[src/hdl/usr7_pkg.sv]
// shared types and constants for the sysex7 packet reassembler
// used by the top level, the byte unit and the checker; no dependencies

package usr7_pkg;

   // universal packet fields
   localparam logic [3:0] TYPE_SYSEX7 = 4'h3;

   // sysex7 status codes
   localparam logic [3:0] ST_COMPLETE = 4'h0;
   localparam logic [3:0] ST_START    = 4'h1;
   localparam logic [3:0] ST_CONTINUE = 4'h2;
   localparam logic [3:0] ST_END      = 4'h3;

   // midi 1.0 framing bytes
   localparam logic [7:0] SYSEX_START = 8'hF0;
   localparam logic [7:0] SYSEX_END   = 8'hF7;

   // result kinds
   localparam logic [1:0] KIND_DATA       = 2'd0;
   localparam logic [1:0] KIND_NO_START   = 2'd1;
   localparam logic [1:0] KIND_BAD_STATUS = 2'd2;

   // payload window: packet byte positions 2..7
   localparam int PAYLOAD_BYTES = 6;
   localparam int PAYLOAD_W     = PAYLOAD_BYTES * 8;

   // control from the sequencer to the byte unit
   typedef struct packed {
      logic load;
      logic shift;
   } usr7_ctl_type;

   // status from the byte unit back to the sequencer
   typedef struct packed {
      logic more;
      logic last;
   } usr7_sts_type;

endpackage

[src/hdl/usr7_byte_unit.sv]
// payload byte unit: shift register over the packet payload and a byte counter
// depends on usr7_pkg

module usr7_byte_unit #(
   parameter int MAX_BYTES = 6
) (
   input  logic                                     clock,
   input  logic                                     reset,
   input  usr7_pkg::usr7_ctl_type                   ctl,
   input  logic [usr7_pkg::PAYLOAD_W-1:0]           load_data,
   input  logic [$clog2(MAX_BYTES+1)-1:0]           load_count,
   output usr7_pkg::usr7_sts_type                   sts,
   output logic [7:0]                               byte_out
);
   import usr7_pkg::*;

   localparam int CNT_W = $clog2(MAX_BYTES + 1);

   logic [PAYLOAD_W-1:0] data_ff, data_in;
   logic [CNT_W-1:0]     count_ff, count_in;

   // load a new payload or move the next byte to the top
   always_comb begin
      data_in  = data_ff;
      count_in = count_ff;
      if (ctl.load) begin
         data_in  = load_data;
         count_in = load_count;
      end else if (ctl.shift) begin
         data_in  = {data_ff[PAYLOAD_W-9:0], 8'h00};
         count_in = count_ff - CNT_W'(1);
      end
   end

   always_ff @(posedge clock) begin
      data_ff <= data_in;
   end

   always_ff @(posedge clock) begin
      if (reset) begin
         count_ff <= '0;
      end else begin
         count_ff <= count_in;
      end
   end

   assign byte_out = data_ff[PAYLOAD_W-1 -: 8];
   assign sts.more = (count_ff != '0);
   assign sts.last = (count_ff == CNT_W'(1));

endmodule

[src/hdl/ump_sysex7_reassembler.sv]
// top level of the sysex7 packet to midi 1.0 sysex byte stream reassembler
// depends on usr7_pkg and usr7_byte_unit

// Takes one 64-bit SysEx7 packet per item and streams MIDI 1.0 SysEx bytes,
// one result per cycle within a packet while the result side is ready: F0 for
// complete and start packets, up to MAX_PAYLOAD_BYTES payload bytes, then F7
// for complete and end packets. Packets of other message types are dropped in
// the cycle they are taken. A SysEx7 packet is accepted first; then the byte
// sequencer feeds the output register one result at a time and waits while
// the result side stalls. req_ready is high only while the sequencer is idle;
// the next packet may be taken while the last result of the previous one
// waits in the output register. Continue or end packets with no open message,
// and unknown status codes, give one error result with a zero byte.

module ump_sysex7_reassembler #(
   parameter int MAX_PAYLOAD_BYTES = 6
) (
   input  logic        clock,
   input  logic        reset,
   input  logic        req_valid,
   output logic        req_ready,
   input  logic [31:0] req_packet_word_hi,
   input  logic [31:0] req_packet_word_lo,
   output logic        rsp_valid,
   input  logic        rsp_ready,
   output logic [7:0]  rsp_out_byte,
   output logic [1:0]  rsp_result_kind,
   output logic        rsp_message_done,
   output logic        rsp_run_last
);
   import usr7_pkg::*;

   localparam int CNT_W = $clog2(MAX_PAYLOAD_BYTES + 1);

   // sequencer states
   localparam logic [2:0] S_IDLE = 3'd0;
   localparam logic [2:0] S_HEAD = 3'd1;
   localparam logic [2:0] S_DATA = 3'd2;
   localparam logic [2:0] S_TAIL = 3'd3;
   localparam logic [2:0] S_ERR  = 3'd4;

   logic [2:0] state_ff, state_in;
   logic       open_ff, open_in;
   logic       tail_ff, tail_in;
   logic [1:0] err_kind_ff, err_kind_in;

   logic       rsp_valid_ff, rsp_valid_in;
   logic [7:0] out_byte_ff, out_byte_in;
   logic [1:0] kind_ff, kind_in;
   logic       done_ff, done_in;
   logic       last_ff, last_in;

   logic [3:0]       pkt_type, pkt_status, raw_count;
   logic [CNT_W-1:0] capped_count;
   logic             has_data;
   logic [2:0]       start_state;
   logic             dec_tail, dec_open;
   logic [1:0]       dec_err_kind;

   logic accept, slot_free, step;

   usr7_ctl_type ctl;
   usr7_sts_type sts;
   logic [7:0]   unit_byte;

   // packet fields and byte count cap
   assign pkt_type   = req_packet_word_hi[31:28];
   assign pkt_status = req_packet_word_hi[23:20];
   assign raw_count  = req_packet_word_hi[19:16];
   assign capped_count = (raw_count > 4'(MAX_PAYLOAD_BYTES)) ?
                         CNT_W'(MAX_PAYLOAD_BYTES) : CNT_W'(raw_count);
   assign has_data = (capped_count != '0);

   // decode the packet into a result plan
   always_comb begin
      start_state  = S_IDLE;
      dec_tail     = 1'b0;
      dec_open     = open_ff;
      dec_err_kind = KIND_BAD_STATUS;
      if (pkt_type == TYPE_SYSEX7) begin
         case (pkt_status)
            ST_COMPLETE: begin
               start_state = S_HEAD;
               dec_tail    = 1'b1;
               dec_open    = 1'b0;
            end
            ST_START: begin
               start_state = S_HEAD;
               dec_open    = 1'b1;
            end
            ST_CONTINUE: begin
               if (!open_ff) begin
                  start_state  = S_ERR;
                  dec_err_kind = KIND_NO_START;
               end else if (has_data) begin
                  start_state = S_DATA;
               end
            end
            ST_END: begin
               if (!open_ff) begin
                  start_state  = S_ERR;
                  dec_err_kind = KIND_NO_START;
               end else begin
                  start_state = has_data ? S_DATA : S_TAIL;
                  dec_tail    = 1'b1;
                  dec_open    = 1'b0;
               end
            end
            default: begin
               start_state  = S_ERR;
               dec_err_kind = KIND_BAD_STATUS;
            end
         endcase
      end
   end

   // handshakes
   assign req_ready = (state_ff == S_IDLE);
   assign accept    = req_valid && req_ready;
   assign slot_free = !rsp_valid_ff || rsp_ready;
   assign step      = (state_ff != S_IDLE) && slot_free;

   assign ctl.load  = accept;
   assign ctl.shift = step && (state_ff == S_DATA);

   usr7_byte_unit #(
      .MAX_BYTES (MAX_PAYLOAD_BYTES)
   ) u_byte_unit (
      .clock      (clock),
      .reset      (reset),
      .ctl        (ctl),
      .load_data  ({req_packet_word_hi[15:0], req_packet_word_lo}),
      .load_count (capped_count),
      .sts        (sts),
      .byte_out   (unit_byte)
   );

   // sequencer: one result into the output register per step
   always_comb begin
      state_in     = state_ff;
      open_in      = open_ff;
      tail_in      = tail_ff;
      err_kind_in  = err_kind_ff;
      out_byte_in  = out_byte_ff;
      kind_in      = kind_ff;
      done_in      = done_ff;
      last_in      = last_ff;
      rsp_valid_in = rsp_valid_ff && !rsp_ready;
      if (accept) begin
         state_in    = start_state;
         open_in     = dec_open;
         tail_in     = dec_tail;
         err_kind_in = dec_err_kind;
      end else if (step) begin
         rsp_valid_in = 1'b1;
         kind_in      = KIND_DATA;
         done_in      = 1'b0;
         case (state_ff)
            S_HEAD: begin
               out_byte_in = SYSEX_START;
               last_in     = !sts.more && !tail_ff;
               state_in    = sts.more ? S_DATA : (tail_ff ? S_TAIL : S_IDLE);
            end
            S_DATA: begin
               out_byte_in = unit_byte;
               last_in     = sts.last && !tail_ff;
               if (sts.last) begin
                  state_in = tail_ff ? S_TAIL : S_IDLE;
               end
            end
            S_TAIL: begin
               out_byte_in = SYSEX_END;
               done_in     = 1'b1;
               last_in     = 1'b1;
               state_in    = S_IDLE;
            end
            S_ERR: begin
               out_byte_in = 8'h00;
               kind_in     = err_kind_ff;
               last_in     = 1'b1;
               state_in    = S_IDLE;
            end
            default: begin
               rsp_valid_in = 1'b0;
               state_in     = S_IDLE;
            end
         endcase
      end
   end

   // control registers
   always_ff @(posedge clock) begin
      if (reset) begin
         state_ff     <= S_IDLE;
         open_ff      <= 1'b0;
         rsp_valid_ff <= 1'b0;
      end else begin
         state_ff     <= state_in;
         open_ff      <= open_in;
         rsp_valid_ff <= rsp_valid_in;
      end
   end

   // plan and result payload registers
   always_ff @(posedge clock) begin
      tail_ff     <= tail_in;
      err_kind_ff <= err_kind_in;
      out_byte_ff <= out_byte_in;
      kind_ff     <= kind_in;
      done_ff     <= done_in;
      last_ff     <= last_in;
   end

   assign rsp_valid        = rsp_valid_ff;
   assign rsp_out_byte     = out_byte_ff;
   assign rsp_result_kind  = kind_ff;
   assign rsp_message_done = done_ff;
   assign rsp_run_last     = last_ff;

endmodule

[config.mk]
export PLATFORM = sky130hd
export DESIGN_NAME = ump_sysex7_reassembler
export DESIGN_NICKNAME = d
export VERILOG_FILES = /design/src/hdl/usr7_pkg.sv /design/src/hdl/usr7_byte_unit.sv /design/src/hdl/ump_sysex7_reassembler.sv
export SDC_FILE = /design/constraint.sdc
export NUM_CORES = 1
export LEC_CHECK = 0
export ABC_AREA = 1
export ABC_CLOCK_PERIOD_IN_PS = 5800
export BUFFER_PORTS_ARGS = -buffer_cell sky130_fd_sc_hd__buf_2
export CORE_ASPECT_RATIO = 2
export CORE_MARGIN = 4
export CORE_UTILIZATION = 57
export CTS_CLUSTER_DIAMETER = 30
export DETAILED_ROUTE_END_ITERATION = 7
export HOLD_SLACK_MARGIN = 0.06
export PLACE_DENSITY = 0.93
export SYNTH_ARGS = -nofsm -noshare
export SYNTH_HDL_FRONTEND = slang
export SYNTH_SLANG_ARGS = --single-unit
[constraint.sdc]
create_clock -name clock -period 5.8 [get_ports clock]
set_clock_uncertainty 0.1 [all_clocks]
set_input_delay 0.29 -clock clock [delete_from_list [all_inputs] [get_ports clock]]
set_output_delay 0.29 -clock clock [all_outputs]
set_load 0.005 [all_outputs]
Yosys cells after proc, flatten, opt, wreduce, memory -nomap -nowiden
Cells that the tools add are included.
{"block": "totals", "word_cells": 83, "rom_bits": 0, "mem_count": 0, "register_bits": 71, "ram_bits": 0, "latchBits": 0}
{"block": "classes", "muxes": 27, "n_div": 0, "n_bitwise": 1, "n_shift": 0, "mul": 0, "n_lt_le_gt_ge": 1, "n_addsub": 1, "eq_ne": 10, "n_reduce_logical": 32}
{"cell": "48-bit two-way mux", "n": 2}
{"cell": "8-bit case mux with 4 select lines", "n": 1}
{"cell": "3-bit two-way mux", "n": 10}
{"cell": "4-bit by 2-bit equality test with 1-bit output, second input constant", "n": 3}
{"cell": "3-bit nonzero test", "n": 4}
{"cell": "3-bit case mux with 3 select lines", "n": 1}
{"cell": "3-bit AND reduction", "n": 3}
{"cell": "2-bit OR reduction", "n": 4}
{"cell": "3-bit by 1-bit equality test with 1-bit output, second input constant", "n": 2}
{"cell": "3-bit by 2-bit equality test with 1-bit output, second input constant", "n": 2}
{"cell": "1-bit logical AND", "n": 6}
{"cell": "1-bit two-way mux", "n": 6}
{"cell": "2-bit two-way mux", "n": 3}
{"cell": "3-bit case mux with 2 select lines", "n": 1}
{"cell": "2-bit AND reduction", "n": 3}
{"cell": "2-bit nonzero test", "n": 3}
{"cell": "4-bit by 1-bit equality test with 1-bit output, second input constant", "n": 1}
{"cell": "4-bit by 3-bit > comparator with 1-bit output, second input constant", "n": 1}
{"cell": "1-bit logical NOT", "n": 4}
{"cell": "4-bit logical NOT", "n": 1}
{"cell": "1-bit case mux with 2 select lines", "n": 2}
{"cell": "4-bit nonzero test", "n": 1}
{"cell": "4-bit OR reduction", "n": 1}
{"cell": "3-bit equality test, second input constant", "n": 1}
{"cell": "other kinds (6)", "n": 6}

Longest topological paths before layout
Gate-level depths: netlist (run 1).
{"block": "logic_depth", "word_depth": 8, "ltp_mapped": 10, "ltp_nobuf": 10}

Modules after synthesis
Synthesis (run 1) repeated with hierarchy kept, for this count alone.
{"block": "hier_totals", "cells_unflattened": 385, "area_unflattened_um2": 3443.3}
{"module": "usr7_byte_unit", "seq_area_each_um2": 1501.4, "cells_each": 241, "instances": 1, "area_per_inst_um2": 2353.5}
{"module": "ump_sysex7_reassembler", "seq_area_each_um2": 550.5, "cells_each": 144, "instances": 1, "area_per_inst_um2": 1089.8}

Worst setup path before layout (run 1)
OpenSTA, ideal clock, no wires.
{"block": "synth_timing", "path_kind": "flip-flop to flip-flop", "start": "register state_ff[1]", "end": "register u_byte_unit.data_ff[0] (enable)", "stages_incl_launch_ff": 6, "period_less_slack_ns": 2.369, "setup_time_ns": 0.409, "arrival_time_ns": 1.860, "setup_slack_ns": 3.431, "t_required_ns": 5.291, "path_cell_list": "dfxtp_1 buf_6 nor2_4 nand3_2 buf_6 nand2_1"}
{"block": "synth_via", "elab_chain_len": 4, "elab_cells_between_ends": 7}
{"element": "from (decl)", "line_no": "ump_sysex7_reassembler.sv:42", "rtl": "logic [2:0] state_ff, state_in;"}
{"element": "from (signal assigned)", "line_no": "ump_sysex7_reassembler.sv:198", "rtl": "state_ff <= state_in;"}
{"element": "3-bit nonzero test", "line_no": "ump_sysex7_reassembler.sv:121", "rtl": "assign step = (state_ff != S_IDLE) && slot_free;"}
{"element": "1-bit logical AND", "line_no": "ump_sysex7_reassembler.sv:121"}
{"element": "1-bit logical AND", "line_no": "ump_sysex7_reassembler.sv:124", "rtl": "assign ctl.shift = step && (state_ff == S_DATA);"}
{"element": "2-bit nonzero test (no line) *"}
{"element": "to (signal assigned)", "line_no": "usr7_byte_unit.sv:36", "rtl": "data_ff <= data_in;"}
{"element": "to (decl)", "line_no": "usr7_byte_unit.sv:19", "rtl": "logic [PAYLOAD_W-1:0] data_ff, data_in;"}
Every way passes the cells marked *; elsewhere a longest branch is shown, timed or not.
A chain may end at the register's enable or synchronous reset.

Worst setup path after layout (run 1)
{"block": "layout_timing", "start": "register state_ff[1]", "end": "register u_byte_unit.count_ff[1]"}
{"block": "layout_via", "elab_chain_len": 4, "elab_cells_between_ends": 8}
{"element": "3-bit nonzero test", "line_no": "ump_sysex7_reassembler.sv:121"}
{"element": "1-bit logical AND", "line_no": "ump_sysex7_reassembler.sv:121"}
{"element": "1-bit logical AND", "line_no": "ump_sysex7_reassembler.sv:124"}
{"element": "2-bit nonzero test (no line)"}
{"element": "to (signal assigned)", "line_no": "usr7_byte_unit.sv:43", "rtl": "count_ff <= count_in;"}
{"element": "to (decl)", "line_no": "usr7_byte_unit.sv:20", "rtl": "logic [CNT_W-1:0] count_ff, count_in;"}
Parallel ways exist; a longest one is shown, timed or not.

==> impl_metrics.prom, run 1 <==
# TYPE chip_impl_metric gauge
chip_impl_metric{name="final_area",unit="mm^2"} 0.003844
chip_impl_info{name="synthMostInstantiatedCell",value="nand2_1"} 1
chip_impl_metric{name="synth.top_cell.area_share",unit="%"} 58.13
chip_impl_metric{name="cap_viol_max_count",unit=""} 0
chip_impl_metric{name="gp_routability_congestion",unit=""} 0.8469
chip_impl_info{name="outcome",value="completed"} 1
chip_impl_metric{name="drtPass1Iterations",unit=""} 4
chip_impl_metric{name="power.ir.vdd_worst",unit="V"} 0.0003711
chip_impl_metric{name="synth_sequential_area_ratio",unit="%"} 63.05
chip_impl_info{name="netlist_top_cells_count",value="152 x nand2_1, 63 x edfxtp_1, 32 x inv_1, 32 x nor2_1"} 1
chip_impl_metric{name="vias",unit=""} 2515
chip_impl_metric{name="drtIter0Drc",unit=""} 120
chip_impl_metric{name="cts_max_path_buffers",unit=""} 2
chip_impl_metric{name="antenna_found_initial",unit=""} 0
chip_impl_metric{name="die_area",unit="mm^2"} 0.007056
chip_impl_metric{name="post_route_cells_drive_above_1_share",unit="%"} 23.96
chip_impl_metric{name="power_density_relative_to_cell_area",unit="mW/mm^2"} 469.9
chip_impl_metric{name="placedCellCount",unit=""} 478
chip_impl_metric{name="power_switching_share",unit="%"} 32.01
chip_impl_metric{name="postSynthNetCount",unit=""} 422
chip_impl_metric{name="maximum_clock_frequency",unit="GHz"} 0.3151
chip_impl_metric{name="multi_input_area",unit="mm^2"} 0.001003
chip_impl_metric{name="worst_slack",unit="ns"} 2.626
chip_impl_metric{name="timing.final.max_slew_violations",unit=""} 0
chip_impl_metric{name="min_period",unit="ns"} 3.174
chip_impl_metric{name="finish.cell_count_without_fillers",unit=""} 494
chip_impl_info{name="clock-root-buffer",value="clkbuf_8"} 1
chip_impl_metric{name="first_global_vias",unit=""} 2464
chip_impl_metric{name="final_min_period_over_clock_period",unit="%"} 54.73
chip_impl_metric{name="synth.yosys.warnings",unit=""} 0
chip_impl_metric{name="ys_types",unit=""} 24
chip_impl_metric{name="grt_use_total",unit="%"} 19.60
chip_impl_info{name="worst_path_dominant_cell_family",value="buffers and inverters"} 1
chip_impl_metric{name="dp.final_hpwl",unit="um"} 4360
chip_impl_metric{name="post_synth.cell_area_avg",unit="um^2"} 9.272
chip_impl_metric{name="placed_inst_area",unit="mm^2"} 0.003655
chip_impl_info{name="terminus_of_the_critical_flop_to_flop_path",value="u_byte_unit.count_ff[1]$_SDFFE_PP0P_"} 1
chip_impl_metric{name="crit_path_max_fanout",unit=""} 57
chip_impl_metric{name="wire_per_inst",unit="um"} 12.91
chip_impl_info{name="worstSetupStartpoint",value="state_ff[1]$_SDFFE_PP0P_"} 1
chip_impl_info{name="synth_flop_cell",value="edfxtp_1"} 1
chip_impl_metric{name="hold-worst-slack",unit="ns"} 0.09675
chip_impl_info{name="endpoint_kind",value="register"} 1
chip_impl_metric{name="combPwrFrac",unit="%"} 26.9
chip_impl_metric{name="asr_flop_ratio_synth",unit="%"} 0
chip_impl_info{name="critPathLaunchType",value="register"} 1
chip_impl_metric{name="layout.area.seq",unit="mm^2"} 0.002052
chip_impl_metric{name="cp_num_buf_inv",unit=""} 2
chip_impl_metric{name="grt_max_degree",unit=""} 58
chip_impl_metric{name="route.final.wire_length",unit="um"} 6377
chip_impl_metric{name="cts_setup_buffers",unit=""} 0
chip_impl_info{name="timing.critical_path.to",value="u_byte_unit.count_ff[1]$_SDFFE_PP0P_"} 1
chip_impl_metric{name="core.rowCount",unit=""} 38
chip_impl_metric{name="gr-total-overflow",unit=""} 0
chip_impl_metric{name="worst-endpoint-arrival",unit="ns"} 3.36
chip_impl_metric{name="max_slew.worst_pin.slew",unit="ns"} 1.198
chip_impl_metric{name="hold_viol",unit=""} 0
chip_impl_metric{name="total_leakage_power",unit="nW"} 1.812
chip_impl_metric{name="syn-cell-area",unit="mm^2"} 0.003254
chip_impl_metric{name="max_slew_headroom",unit="%"} 19.66
chip_impl_metric{name="global_route_wire_length_before_repair",unit="um"} 10120
chip_impl_metric{name="internal_power",unit="W"} 0.001228
chip_impl_metric{name="synth_enable_flop_cells",unit=""} 63
chip_impl_metric{name="sequential_cell_fraction_of_total_power",unit="%"} 51.9
chip_impl_info{name="post_synth_main_area_contributors",value="edfxtp_1 58%, nand2_1 18%, dfxtp_1 4.9%"} 1
chip_impl_metric{name="worstRegToRegCells",unit=""} 7
chip_impl_metric{name="postSynthRegisterBits",unit=""} 71
chip_impl_metric{name="placement.io_buffers",unit=""} 77
chip_impl_metric{name="avgViaCountPerCell",unit=""} 5.091
chip_impl_metric{name="area.growth.synth_to_final",unit="%"} 18.11
chip_impl_info{name="cts_tree",value="done"} 1
chip_impl_metric{name="io-pin-count",unit=""} 82
chip_impl_info{name="crit_chain",value="nor2_4 > nand3_2 > buf_4 > clkinv_1 > nand2_1 > nand3_1 > a21oi_1"} 1
chip_impl_metric{name="net-switching-power",unit="W"} 0.0005782
chip_impl_metric{name="post_synth_inst_count",unit=""} 351
chip_impl_metric{name="worstPathRequired",unit="ns"} 5.98
chip_impl_metric{name="cts_num_sinks",unit=""} 71
chip_impl_metric{name="cts-resized-gates",unit=""} 0
chip_impl_metric{name="r2r_setup_slack",unit="ns"} 2.63
chip_impl_metric{name="ctsHoldBuffers",unit=""} 0
chip_impl_metric{name="clk_latency",unit="ns"} 0.35
chip_impl_metric{name="tns",unit="ns"} 0
chip_impl_metric{name="path_clk_slew",unit="ns"} 0.07
chip_impl_metric{name="fp.dieH",unit="um"} 114.9
chip_impl_info{name="timing.setup.critical_path_class",value="reg -> reg"} 1
chip_impl_info{name="grt_setup_unrepaired",value="false"} 1
chip_impl_metric{name="place_worst_setup_slack",unit="ns"} 2.616
chip_impl_info{name="critical_path.slowest_cell",value="clkinv_1"} 1
chip_impl_metric{name="htreeDepth",unit=""} 3
chip_impl_metric{name="worstSetupPathDepth",unit=""} 7
chip_impl_metric{name="final_nets",unit=""} 500
chip_impl_metric{name="worst_path_largest_cell_delay",unit="ns"} 1.11
chip_impl_metric{name="design.core.area",unit="mm^2"} 0.005468
chip_impl_info{name="timing.rr.start",value="state_ff[1]$_SDFFE_PP0P_"} 1
chip_impl_metric{name="floorplan.initialDensity",unit="%"} 59.52
chip_impl_metric{name="share_clk_of_total_power",unit="%"} 21.1
chip_impl_info{name="synth_area_leader_cell",value="edfxtp_1"} 1
chip_impl_metric{name="antenna_cells_inserted",unit=""} 0
chip_impl_metric{name="drtAntennaViolNets",unit=""} 0
chip_impl_info{name="hold_path_class",value="in -> reg"} 1
chip_impl_metric{name="floorplan.die.width",unit="um"} 61.43
chip_impl_metric{name="fill_cells",unit=""} 397
chip_impl_metric{name="finalSetupViolCount",unit=""} 0
chip_impl_metric{name="cts_inserted_buffers",unit=""} 9
chip_impl_metric{name="drt_drc_violations_left",unit=""} 0
-- worst reg2reg max path, cell delays in order (launching register included) --
cell and delay (ns):
dfxtp_1 0.63, nor2_4 0.09, nand3_2 0.07, buf_4 0.46
clkinv_1 1.12, nand2_1 0.34, nand3_1 0.11, a21oi_1 0.17
-- kinds of logic after synthesis --
family                   share of synthesized area [%]
XOR/XNOR                                        0.2692
buffers and inverters                            6.190
AO/OA/AOI/OAI                                    3.153
flip-flops                                       63.05
AND/OR/NAND/NOR                                  26.18
adder cells (fa/ha/maj)                          1.154
-- layer usage --
| metal | GRT usage, % | routed length (um) | vias up |
|---|---|---|---|
| li1 | - | - | 1276 |
| met1 | 19.73 | 2241 | 1125 |
| met2 | 33.45 | 3416 | 91 |
| met3 | 6.404 | 470 | 23 |
| met4 | 11.76 | 248 | 0 |
| met5 | 0 | 0 | - |
-- power by group through the flow --
stage | clock network (W) | logic (W) | registers, W
4_1_cts | 0.000390 | 0.000493 | 0.000940
3_5_place_dp | 0 | 0.000487 | 0.000948
3_3_place_gp | 0 | 0.000463 | 0.000937
6_report | 0.000382 | 0.000486 | 0.000938
2_1_floorplan | 0 | 0.000369 | 0.000930
5_1_grt | 0.000407 | 0.000567 | 0.000961
-- metrics by stage --
stage / util, % / power [W]
2_1_floorplan: - / 0.001298
3_5_place_dp: 66.84 / 0.001435
5_1_grt: 70.30 / 0.001935
4_1_cts: 70.30 / 0.001822
6_report: 70.30 / 0.001806
3_3_place_gp: 66.84 / 0.001400
-- final cells by class --
class | instances | share of cell area (%)
Timing Repair Buffer | 78 | 10.22
Sequential cell | 71 | 53.39
Tap cell | 60 | 1.953
Multi-Input combinational cell | 234 | 26.11
Inverter | 35 | 3.418
Clock inverter | 6 | 1.595
Clock buffer | 10 | 3.320
-- layout by cell type, fill, tap and decap left out, types with 2 or more instances in the layout --
master	instances
dfxtp_1	8
clkinv_2	2
clkinv_4	2
a21oi_1	13
o21ai_0	6
nand3_1	13
nand2_1	151
nor2_4	2
inv_1	32
buf_2	77
clkinv_1	2
nor2_1	32
clkbuf_8	9
ha_1	3
nor3_1	3
nand2_2	4
inv_2	2
edfxtp_1	63
-- how the worst min path moves through the flow --
stage                                                     from                              endpoint  slack (ns)  depth (start not counted)
after floorplan                                          reset                  rsp_valid$_SDFF_PP0_        0.26                          1
after global placement    u_byte_unit.count_ff[1]$_SDFFE_PP0P_  u_byte_unit.count_ff[1]$_SDFFE_PP0P_        0.37                          2
after detailed placement  u_byte_unit.count_ff[1]$_SDFFE_PP0P_  u_byte_unit.count_ff[1]$_SDFFE_PP0P_        0.40                          2
after CTS                               req_packet_word_lo[25]     u_byte_unit.data_ff[25]$_DFFE_PP_        0.08                          3
after global routing                    req_packet_word_lo[10]     u_byte_unit.data_ff[10]$_DFFE_PP_         0.1                          3
final                                   req_packet_word_hi[15]     u_byte_unit.data_ff[47]$_DFFE_PP_         0.1                          3
-- registers in the layout (all words and copies together), names as in the netlist --
name                  count
u_byte_unit.data_ff      48
rsp_out_byte              8
state_ff                  3
u_byte_unit.count_ff      3
err_kind_ff               2
rsp_result_kind           2
open_ff                   1
rsp_message_done          1
rsp_run_last              1
rsp_valid                 1
tail_ff                   1
Note: power is estimated with default switching activity, not from simulation.
==> inputs of run 2 (changes only) <==
--- a/config.mk
+++ b/config.mk
@@ -5,16 +5,16 @@
 export SDC_FILE = /design/constraint.sdc
 export NUM_CORES = 1
 export LEC_CHECK = 0
-export ABC_AREA = 1
-export ABC_CLOCK_PERIOD_IN_PS = 5800
+export ABC_AREA = 0
+export ABC_CLOCK_PERIOD_IN_PS = 2600
 export BUFFER_PORTS_ARGS = -buffer_cell sky130_fd_sc_hd__buf_2
 export CORE_ASPECT_RATIO = 2
 export CORE_MARGIN = 4
-export CORE_UTILIZATION = 57
+export CORE_UTILIZATION = 48
 export CTS_CLUSTER_DIAMETER = 30
 export DETAILED_ROUTE_END_ITERATION = 7
 export HOLD_SLACK_MARGIN = 0.06
-export PLACE_DENSITY = 0.93
+export PLACE_DENSITY = 0.84
 export SYNTH_ARGS = -nofsm -noshare
 export SYNTH_HDL_FRONTEND = slang
 export SYNTH_SLANG_ARGS = --single-unit
==> constraint.sdc (replaced) <==
create_clock -name clock -period 2.6 [get_ports clock]
set_clock_uncertainty 0.1 [all_clocks]
set_input_delay 0.13 -clock clock [delete_from_list [all_inputs] [get_ports clock]]
set_output_delay 0.13 -clock clock [all_outputs]
set_load 0.005 [all_outputs]
==> impl_metrics.prom, run 2 <==
# TYPE chip_impl_metric gauge
chip_impl_metric{name="power.ir.vdd_worst",unit="V"} 0.0008120
chip_impl_info{name="post_synth_main_area_contributors",value="edfxtp_1 59%, nand2_1 15%, dfxtp_1 5.0%"} 1
chip_impl_metric{name="final_min_period_over_clock_period",unit="%"} 93.78
chip_impl_info{name="critPathLaunchType",value="register"} 1
chip_impl_metric{name="antenna_found_initial",unit=""} 0
chip_impl_metric{name="path_clk_slew",unit="ns"} 0.06
chip_impl_metric{name="wire_per_inst",unit="um"} 14.53
chip_impl_metric{name="io-pin-count",unit=""} 82
chip_impl_metric{name="design.core.area",unit="mm^2"} 0.006412
chip_impl_metric{name="fill_cells",unit=""} 454
chip_impl_metric{name="cts_num_sinks",unit=""} 71
chip_impl_metric{name="area.growth.synth_to_final",unit="%"} 41.16
chip_impl_info{name="endpoint_kind",value="register"} 1
chip_impl_metric{name="final_nets",unit=""} 515
chip_impl_metric{name="cap_viol_max_count",unit=""} 0
chip_impl_metric{name="grt_use_total",unit="%"} 21.27
chip_impl_metric{name="global_route_wire_length_before_repair",unit="um"} 12780
chip_impl_metric{name="drt_drc_violations_left",unit=""} 0
chip_impl_info{name="hold_path_class",value="in -> reg"} 1
chip_impl_metric{name="tns",unit="ns"} 0
chip_impl_metric{name="total_leakage_power",unit="nW"} 1.968
chip_impl_metric{name="post_synth_inst_count",unit=""} 307
chip_impl_info{name="synthMostInstantiatedCell",value="nand2_1"} 1
chip_impl_metric{name="post_synth.cell_area_avg",unit="um^2"} 10.45
chip_impl_metric{name="postSynthRegisterBits",unit=""} 71
chip_impl_metric{name="placement.io_buffers",unit=""} 77
chip_impl_metric{name="post_route_cells_drive_above_1_share",unit="%"} 23.16
chip_impl_info{name="grt_setup_unrepaired",value="false"} 1
chip_impl_metric{name="avgViaCountPerCell",unit=""} 5.032
chip_impl_metric{name="grt_max_degree",unit=""} 49
chip_impl_info{name="cts_tree",value="done"} 1
chip_impl_info{name="synth_flop_cell",value="edfxtp_1"} 1
chip_impl_metric{name="max_slew.worst_pin.slew",unit="ns"} 0.6013
chip_impl_metric{name="synth_enable_flop_cells",unit=""} 63
chip_impl_info{name="clock-root-buffer",value="clkbuf_16"} 1
chip_impl_info{name="outcome",value="completed"} 1
chip_impl_metric{name="worst-endpoint-arrival",unit="ns"} 2.60
chip_impl_metric{name="largest_register_ffs",unit=""} 48
chip_impl_metric{name="worstPathRequired",unit="ns"} 2.77
chip_impl_info{name="timing.setup.critical_path_class",value="reg -> reg"} 1
chip_impl_metric{name="gp_routability_congestion",unit=""} 0.8742
chip_impl_metric{name="cts_inserted_buffers",unit=""} 9
chip_impl_metric{name="cts-resized-gates",unit=""} 0
chip_impl_metric{name="layout.area.seq",unit="mm^2"} 0.002052
chip_impl_metric{name="syn-cell-area",unit="mm^2"} 0.003207
chip_impl_metric{name="core.rowCount",unit=""} 41
chip_impl_metric{name="cts_setup_buffers",unit=""} 0
chip_impl_metric{name="drtPass1Iterations",unit=""} 5
chip_impl_metric{name="maximum_clock_frequency",unit="GHz"} 0.4101
chip_impl_metric{name="max_slew_headroom",unit="%"} 59.77
chip_impl_metric{name="finalSetupViolCount",unit=""} 0
chip_impl_metric{name="clk_latency",unit="ns"} 0.33
chip_impl_metric{name="finish.cell_count_without_fillers",unit=""} 536
chip_impl_metric{name="asr_flop_ratio_synth",unit="%"} 0
chip_impl_metric{name="fp.dieH",unit="um"} 123.6
chip_impl_metric{name="floorplan.die.width",unit="um"} 65.80
chip_impl_metric{name="drtIter0Drc",unit=""} 141
chip_impl_metric{name="power_density_relative_to_cell_area",unit="mW/mm^2"} 1124
chip_impl_metric{name="synth_sequential_area_ratio",unit="%"} 63.99
chip_impl_metric{name="htreeDepth",unit=""} 3
chip_impl_metric{name="synth.yosys.warnings",unit=""} 0
chip_impl_metric{name="vias",unit=""} 2697
chip_impl_metric{name="cts_max_path_buffers",unit=""} 2
chip_impl_info{name="layout.cells.most_common",value="nand2_1"} 1
chip_impl_metric{name="multi_input_area",unit="mm^2"} 0.001059
chip_impl_metric{name="drtAntennaViolNets",unit=""} 0
chip_impl_metric{name="floorplan.initialDensity",unit="%"} 50.01
chip_impl_metric{name="placedCellCount",unit=""} 462
chip_impl_metric{name="ys_types",unit=""} 40
chip_impl_info{name="synth_area_leader_cell",value="edfxtp_1"} 1
chip_impl_metric{name="crit_path_max_fanout",unit=""} 26
chip_impl_info{name="regMostFlops",value="u_byte_unit.data_ff"} 1
chip_impl_metric{name="min_period",unit="ns"} 2.438
chip_impl_metric{name="postSynthNetCount",unit=""} 378
chip_impl_metric{name="synth.top_cell.area_share",unit="%"} 58.99
chip_impl_metric{name="route.final.wire_length",unit="um"} 7790
chip_impl_metric{name="gr-total-overflow",unit=""} 0
chip_impl_metric{name="hold_viol",unit=""} 0
chip_impl_metric{name="timing.final.max_slew_violations",unit=""} 0
chip_impl_metric{name="die_area",unit="mm^2"} 0.008132
chip_impl_info{name="netlist_top_cells_count",value="124 x nand2_1, 63 x edfxtp_1, 20 x nor2_1"} 1
chip_impl_metric{name="first_global_vias",unit=""} 2819
chip_impl_info{name="layout.cells.most_common_list",value="124 x nand2_1, 77 x buf_2, 63 x edfxtp_1"} 1
chip_impl_metric{name="dp.final_hpwl",unit="um"} 4619
chip_impl_metric{name="ctsHoldBuffers",unit=""} 57
run 2: cell count changes after synthesis, moves of 4 or more:
| cell | delta |
|---|---|
| nand2b_1 | +4 |
| nand2_1 | -28 |
| clkbuf_1 | +6 |
| a211oi_1 | +4 |
| buf_2 | -4 |
| nand3_1 | -11 |
| a21oi_1 | -8 |
| inv_1 | -26 |
| nor2_1 | -12 |
| and3_1 | +10 |
run 2: critical path, stage by stage, from the launching register on:
cell,delay [ns]
dfxtp_1,0.42
or4b_4,0.75
clkinv_1,0.11
buf_4,0.19
o21ai_0,0.11
dlygate4sd3_1,0.56
a21oi_1,0.11
run 2: stage by stage:
step	total power, W	util (%)	area, um^2	hold WS [ns]	setup WS (ns)
6_report	0.005088	70.60	4527	0.09338	0.1616
5_1_grt	0.005424	70.56	4524	0.1153	0.02701
4_1_cts	0.005083	70.56	4524	0.06872	0.1856
3_5_place_dp	0.003905	57.50	3687	0.2942	0.5217
3_3_place_gp	0.003815	57.50	3687	0.2903	0.5736
2_1_floorplan	0.003371	-	3209	0.1705	0.2637
run 2: path summary, 6_finish.rpt:
check        slack, ns                      from                              endpoint  depth (start not counted)
max               0.16  state_ff[1]$_SDFFE_PP0P_  u_byte_unit.count_ff[1]$_SDFFE_PP0P_                          6
min reg2reg       0.40      open_ff$_SDFFE_PP0P_                  open_ff$_SDFFE_PP0P_                          2
min               0.09    req_packet_word_hi[18]              state_ff[0]$_SDFFE_PP0P_                          4
max reg2reg       0.16  state_ff[1]$_SDFFE_PP0P_  u_byte_unit.count_ff[1]$_SDFFE_PP0P_                          6
run 2: per-layer routing:
layer	vias up	wire (um)	track usage, %
met5	-	0	0
met4	0	194	12.21
met3	15	393	5.054
met2	100	4399	37.46
met1	1258	2802	22.62
li1	1324	-	-
run 2: layout make-up:
cell class	count	area share (%)
repair buffers	140	22.39
well taps	86	2.377
clock inverters	6	0.8292
diodes	1	0.05528
flip-flops and latches	71	45.33
multi-input cells	215	23.38
clock buffers	10	5.058
inverters	7	0.5804
run 2: kinds of logic after synthesis:
family	count (synthesis)	share of synthesized area, %
flip-flops	71	63.99
AO/OA/AOI/OAI	26	5.345
AND/OR/NAND/NOR	183	25.59
buffers and inverters	21	3.082
adder cells (fa/ha/maj)	3	1.171
XOR/XNOR	3	0.8195
run 2: report_power, final:
group | switching [W] | internal [W] | total, W
Clock | 0.000459 | 0.000640 | 0.00110
Sequential | 0.000209 | 0.00208 | 0.00229
Combinational | 0.00105 | 0.000647 | 0.00170
==> inputs of run 3 (changes only) <==
--- a/config.mk
+++ b/config.mk
@@ -6,15 +6,15 @@
 export NUM_CORES = 1
 export LEC_CHECK = 0
 export ABC_AREA = 0
-export ABC_CLOCK_PERIOD_IN_PS = 2600
+export ABC_CLOCK_PERIOD_IN_PS = 2700
 export BUFFER_PORTS_ARGS = -buffer_cell sky130_fd_sc_hd__buf_2
 export CORE_ASPECT_RATIO = 2
 export CORE_MARGIN = 4
-export CORE_UTILIZATION = 48
+export CORE_UTILIZATION = 53
 export CTS_CLUSTER_DIAMETER = 30
 export DETAILED_ROUTE_END_ITERATION = 7
 export HOLD_SLACK_MARGIN = 0.06
-export PLACE_DENSITY = 0.84
+export PLACE_DENSITY = 0.88
 export SYNTH_ARGS = -nofsm -noshare
 export SYNTH_HDL_FRONTEND = slang
 export SYNTH_SLANG_ARGS = --single-unit
==> constraint.sdc (replaced) <==
create_clock -name clock -period 2.7 [get_ports clock]
set_clock_uncertainty 0.1 [all_clocks]
set_input_delay 0.135 -clock clock [delete_from_list [all_inputs] [get_ports clock]]
set_output_delay 0.135 -clock clock [all_outputs]
set_load 0.005 [all_outputs]
==> impl_metrics.prom, run 3 (synthesis gave the netlist of run 2 again) <==
# TYPE chip_impl_metric gauge
chip_impl_metric{name="worstPathRequired",unit="ns"} 2.86
chip_impl_metric{name="max_slew.worst_pin.slew",unit="ns"} 0.6003
chip_impl_metric{name="internal_power",unit="W"} 0.003429
chip_impl_metric{name="first_global_vias",unit=""} 2953
chip_impl_metric{name="post_route_cells_drive_above_1_share",unit="%"} 23.82
chip_impl_metric{name="io-pin-count",unit=""} 82
chip_impl_metric{name="core.rowCount",unit=""} 39
chip_impl_metric{name="largest_register_ffs",unit=""} 48
chip_impl_metric{name="gp_routability_congestion",unit=""} 0.8702
chip_impl_metric{name="final_nets",unit=""} 511
chip_impl_metric{name="maximum_clock_frequency",unit="GHz"} 0.3967
chip_impl_metric{name="antenna_found_initial",unit=""} 0
chip_impl_metric{name="cap_viol_max_count",unit=""} 0
chip_impl_info{name="timing.rr.start",value="state_ff[1]$_SDFFE_PP0P_"} 1
chip_impl_metric{name="vias",unit=""} 2786
chip_impl_metric{name="fill_cells",unit=""} 318
chip_impl_metric{name="hold_viol",unit=""} 0
chip_impl_metric{name="dp.final_hpwl",unit="um"} 4627
chip_impl_metric{name="grt_use_total",unit="%"} 24.68
chip_impl_metric{name="path_clk_slew",unit="ns"} 0.05
chip_impl_metric{name="clk_latency",unit="ns"} 0.34
chip_impl_metric{name="combPwrFrac",unit="%"} 33.1
chip_impl_metric{name="gr-total-overflow",unit=""} 0
chip_impl_metric{name="worst_slack",unit="ns"} 0.1790
chip_impl_metric{name="wire_per_inst",unit="um"} 17.11
chip_impl_metric{name="grt_max_degree",unit=""} 49
chip_impl_info{name="outcome",value="completed"} 1
chip_impl_metric{name="final_util",unit="%"} 77.48
chip_impl_metric{name="htreeDepth",unit=""} 3
chip_impl_metric{name="route.final.wire_length",unit="um"} 8657
chip_impl_metric{name="cts_num_sinks",unit=""} 71
chip_impl_metric{name="global_route_wire_length_before_repair",unit="um"} 13970
chip_impl_metric{name="cts-resized-gates",unit=""} 0
chip_impl_metric{name="floorplan.initialDensity",unit="%"} 55.23
chip_impl_metric{name="placement.io_buffers",unit=""} 77
chip_impl_metric{name="tns",unit="ns"} 0
chip_impl_metric{name="timing.final.max_slew_violations",unit=""} 0
chip_impl_metric{name="total_power",unit="W"} 0.005148
chip_impl_info{name="worstSetupStartpoint",value="state_ff[1]$_SDFFE_PP0P_"} 1
chip_impl_metric{name="met2_track_demand_over_resource_in_global_routing",unit="%"} 45.67
chip_impl_info{name="layout.cells.most_common_list",value="124 x nand2_1, 77 x buf_2, 63 x edfxtp_1"} 1
chip_impl_metric{name="cts_setup_buffers",unit=""} 0
chip_impl_metric{name="drtPass1Iterations",unit=""} 5
chip_impl_info{name="cts_tree",value="done"} 1
chip_impl_metric{name="place_worst_setup_slack",unit="ns"} 0.5065
chip_impl_metric{name="floorplan.die.width",unit="um"} 63
chip_impl_metric{name="power_density_relative_to_cell_area",unit="mW/mm^2"} 1144
chip_impl_metric{name="area.growth.synth_to_final",unit="%"} 40.30
chip_impl_metric{name="antenna_cells_inserted",unit=""} 0
chip_impl_metric{name="drtAntennaViolNets",unit=""} 0
chip_impl_metric{name="max_slew_headroom",unit="%"} 59.83
chip_impl_info{name="globalRoute.busiestLayer",value="met2"} 1
chip_impl_metric{name="total_leakage_power",unit="nW"} 1.980
chip_impl_metric{name="drt_drc_violations_left",unit=""} 0
chip_impl_metric{name="power_switching_share",unit="%"} 33.39
chip_impl_metric{name="worst-endpoint-arrival",unit="ns"} 2.68
chip_impl_metric{name="fp.dieH",unit="um"} 118.0
chip_impl_metric{name="finalSetupViolCount",unit=""} 0
chip_impl_info{name="critPathLaunchType",value="register"} 1
chip_impl_metric{name="net-switching-power",unit="W"} 0.001719
chip_impl_metric{name="grt.met3_usage",unit="%"} 5.444
chip_impl_metric{name="crit_path_max_fanout",unit=""} 17
chip_impl_info{name="clock-root-buffer",value="clkbuf_16"} 1
chip_impl_info{name="hold_path_class",value="in -> reg"} 1
chip_impl_metric{name="share_clk_of_total_power",unit="%"} 24.1
chip_impl_metric{name="use_met1",unit="%"} 23.49
chip_impl_metric{name="die_area",unit="mm^2"} 0.007434
chip_impl_info{name="grt_setup_unrepaired",value="false"} 1
chip_impl_info{name="timing.hold.worst.start",value="req_packet_word_hi[16]"} 1
chip_impl_info{name="layout.cells.most_common",value="nand2_1"} 1
chip_impl_info{name="endpoint_kind",value="register"} 1
chip_impl_metric{name="cts_max_path_buffers",unit=""} 2
chip_impl_metric{name="sequential_cell_fraction_of_total_power",unit="%"} 42.8
chip_impl_info{name="regMostFlops",value="u_byte_unit.data_ff"} 1
chip_impl_metric{name="drtIter0Drc",unit=""} 171
chip_impl_metric{name="power.ir.vdd_worst",unit="V"} 0.0009058
chip_impl_metric{name="min_period",unit="ns"} 2.521
chip_impl_metric{name="cts_inserted_buffers",unit=""} 9
chip_impl_metric{name="design.core.area",unit="mm^2"} 0.005807
chip_impl_metric{name="final_min_period_over_clock_period",unit="%"} 93.37
chip_impl_metric{name="avgViaCountPerCell",unit=""} 5.506
chip_impl_info{name="timing.setup.critical_path_class",value="reg -> reg"} 1
## run 3: cell types whose count changed in the layout (fill, tap and decap cells not counted), sizes merged
cell         before  now
clkbuf           10    9
bufinv            0    2
clkinvlp          1    0
dlygate4sd3      57   53
diode             1    0
## run 3: what timing repair did
item                       CTS  global route
hold buffers                53             0
hold endpoints to repair    57             0
setup endpoints to repair    0             0
## run 3: worst paths after layout
path,slack (ns),depth (start not counted),to
max,0.18,5,open_ff$_SDFFE_PP0P_
min,0.08,4,state_ff[0]$_SDFFE_PP0P_
max reg2reg,0.18,5,open_ff$_SDFFE_PP0P_
min reg2reg,0.39,2,open_ff$_SDFFE_PP0P_
## run 3: power by group through the flow
stage               combinational, W  sequential (W)  clock (W)
floorplan                    0.00108         0.00216          0
global placement             0.00149         0.00217          0
detailed placement           0.00157         0.00220          0
CTS                          0.00166         0.00219    0.00125
global route                 0.00189         0.00224    0.00129
finish                       0.00170         0.00220    0.00124
## run 3: per-layer routing
| layer | up-vias | wire length, um |
|---|---|---|
| met5 | - | 0 |
| met2 | 134 | 4859 |
| li1 | 1317 | - |
| met4 | 0 | 329 |
| met1 | 1305 | 2906 |
| met3 | 30 | 561 |
## run 3: layout make-up
type	instances	area, um^2	share of cell area [%]
sequential	71	2052	45.61
multi-input combinational	215	1059	23.53
timing repair buffer	136	973.4	21.64
clock buffer	9	225.2	5.006
clock inverter	7	87.58	1.947
tap	61	76.32	1.696
inverter	7	26.28	0.5840
## run 3: through the flow
step	hold slack (ns)	instances	area, um^2
3_3_place_gp	0.2962	437	3656
5_1_grt	0.1077	506	4499
2_1_floorplan	0.1755	307	3209
6_report	0.08182	506	4499
4_1_cts	0.06052	506	4499
3_5_place_dp	0.2988	437	3656
## run 3: critical path, cell delays in order (launching register included)
cell and delay (ns):
dfxtp_1 0.43, or4b_4 0.72, nor4_2 0.38, nand2_1 0.10, dlygate4sd3_1 0.57, a21oi_1 0.15
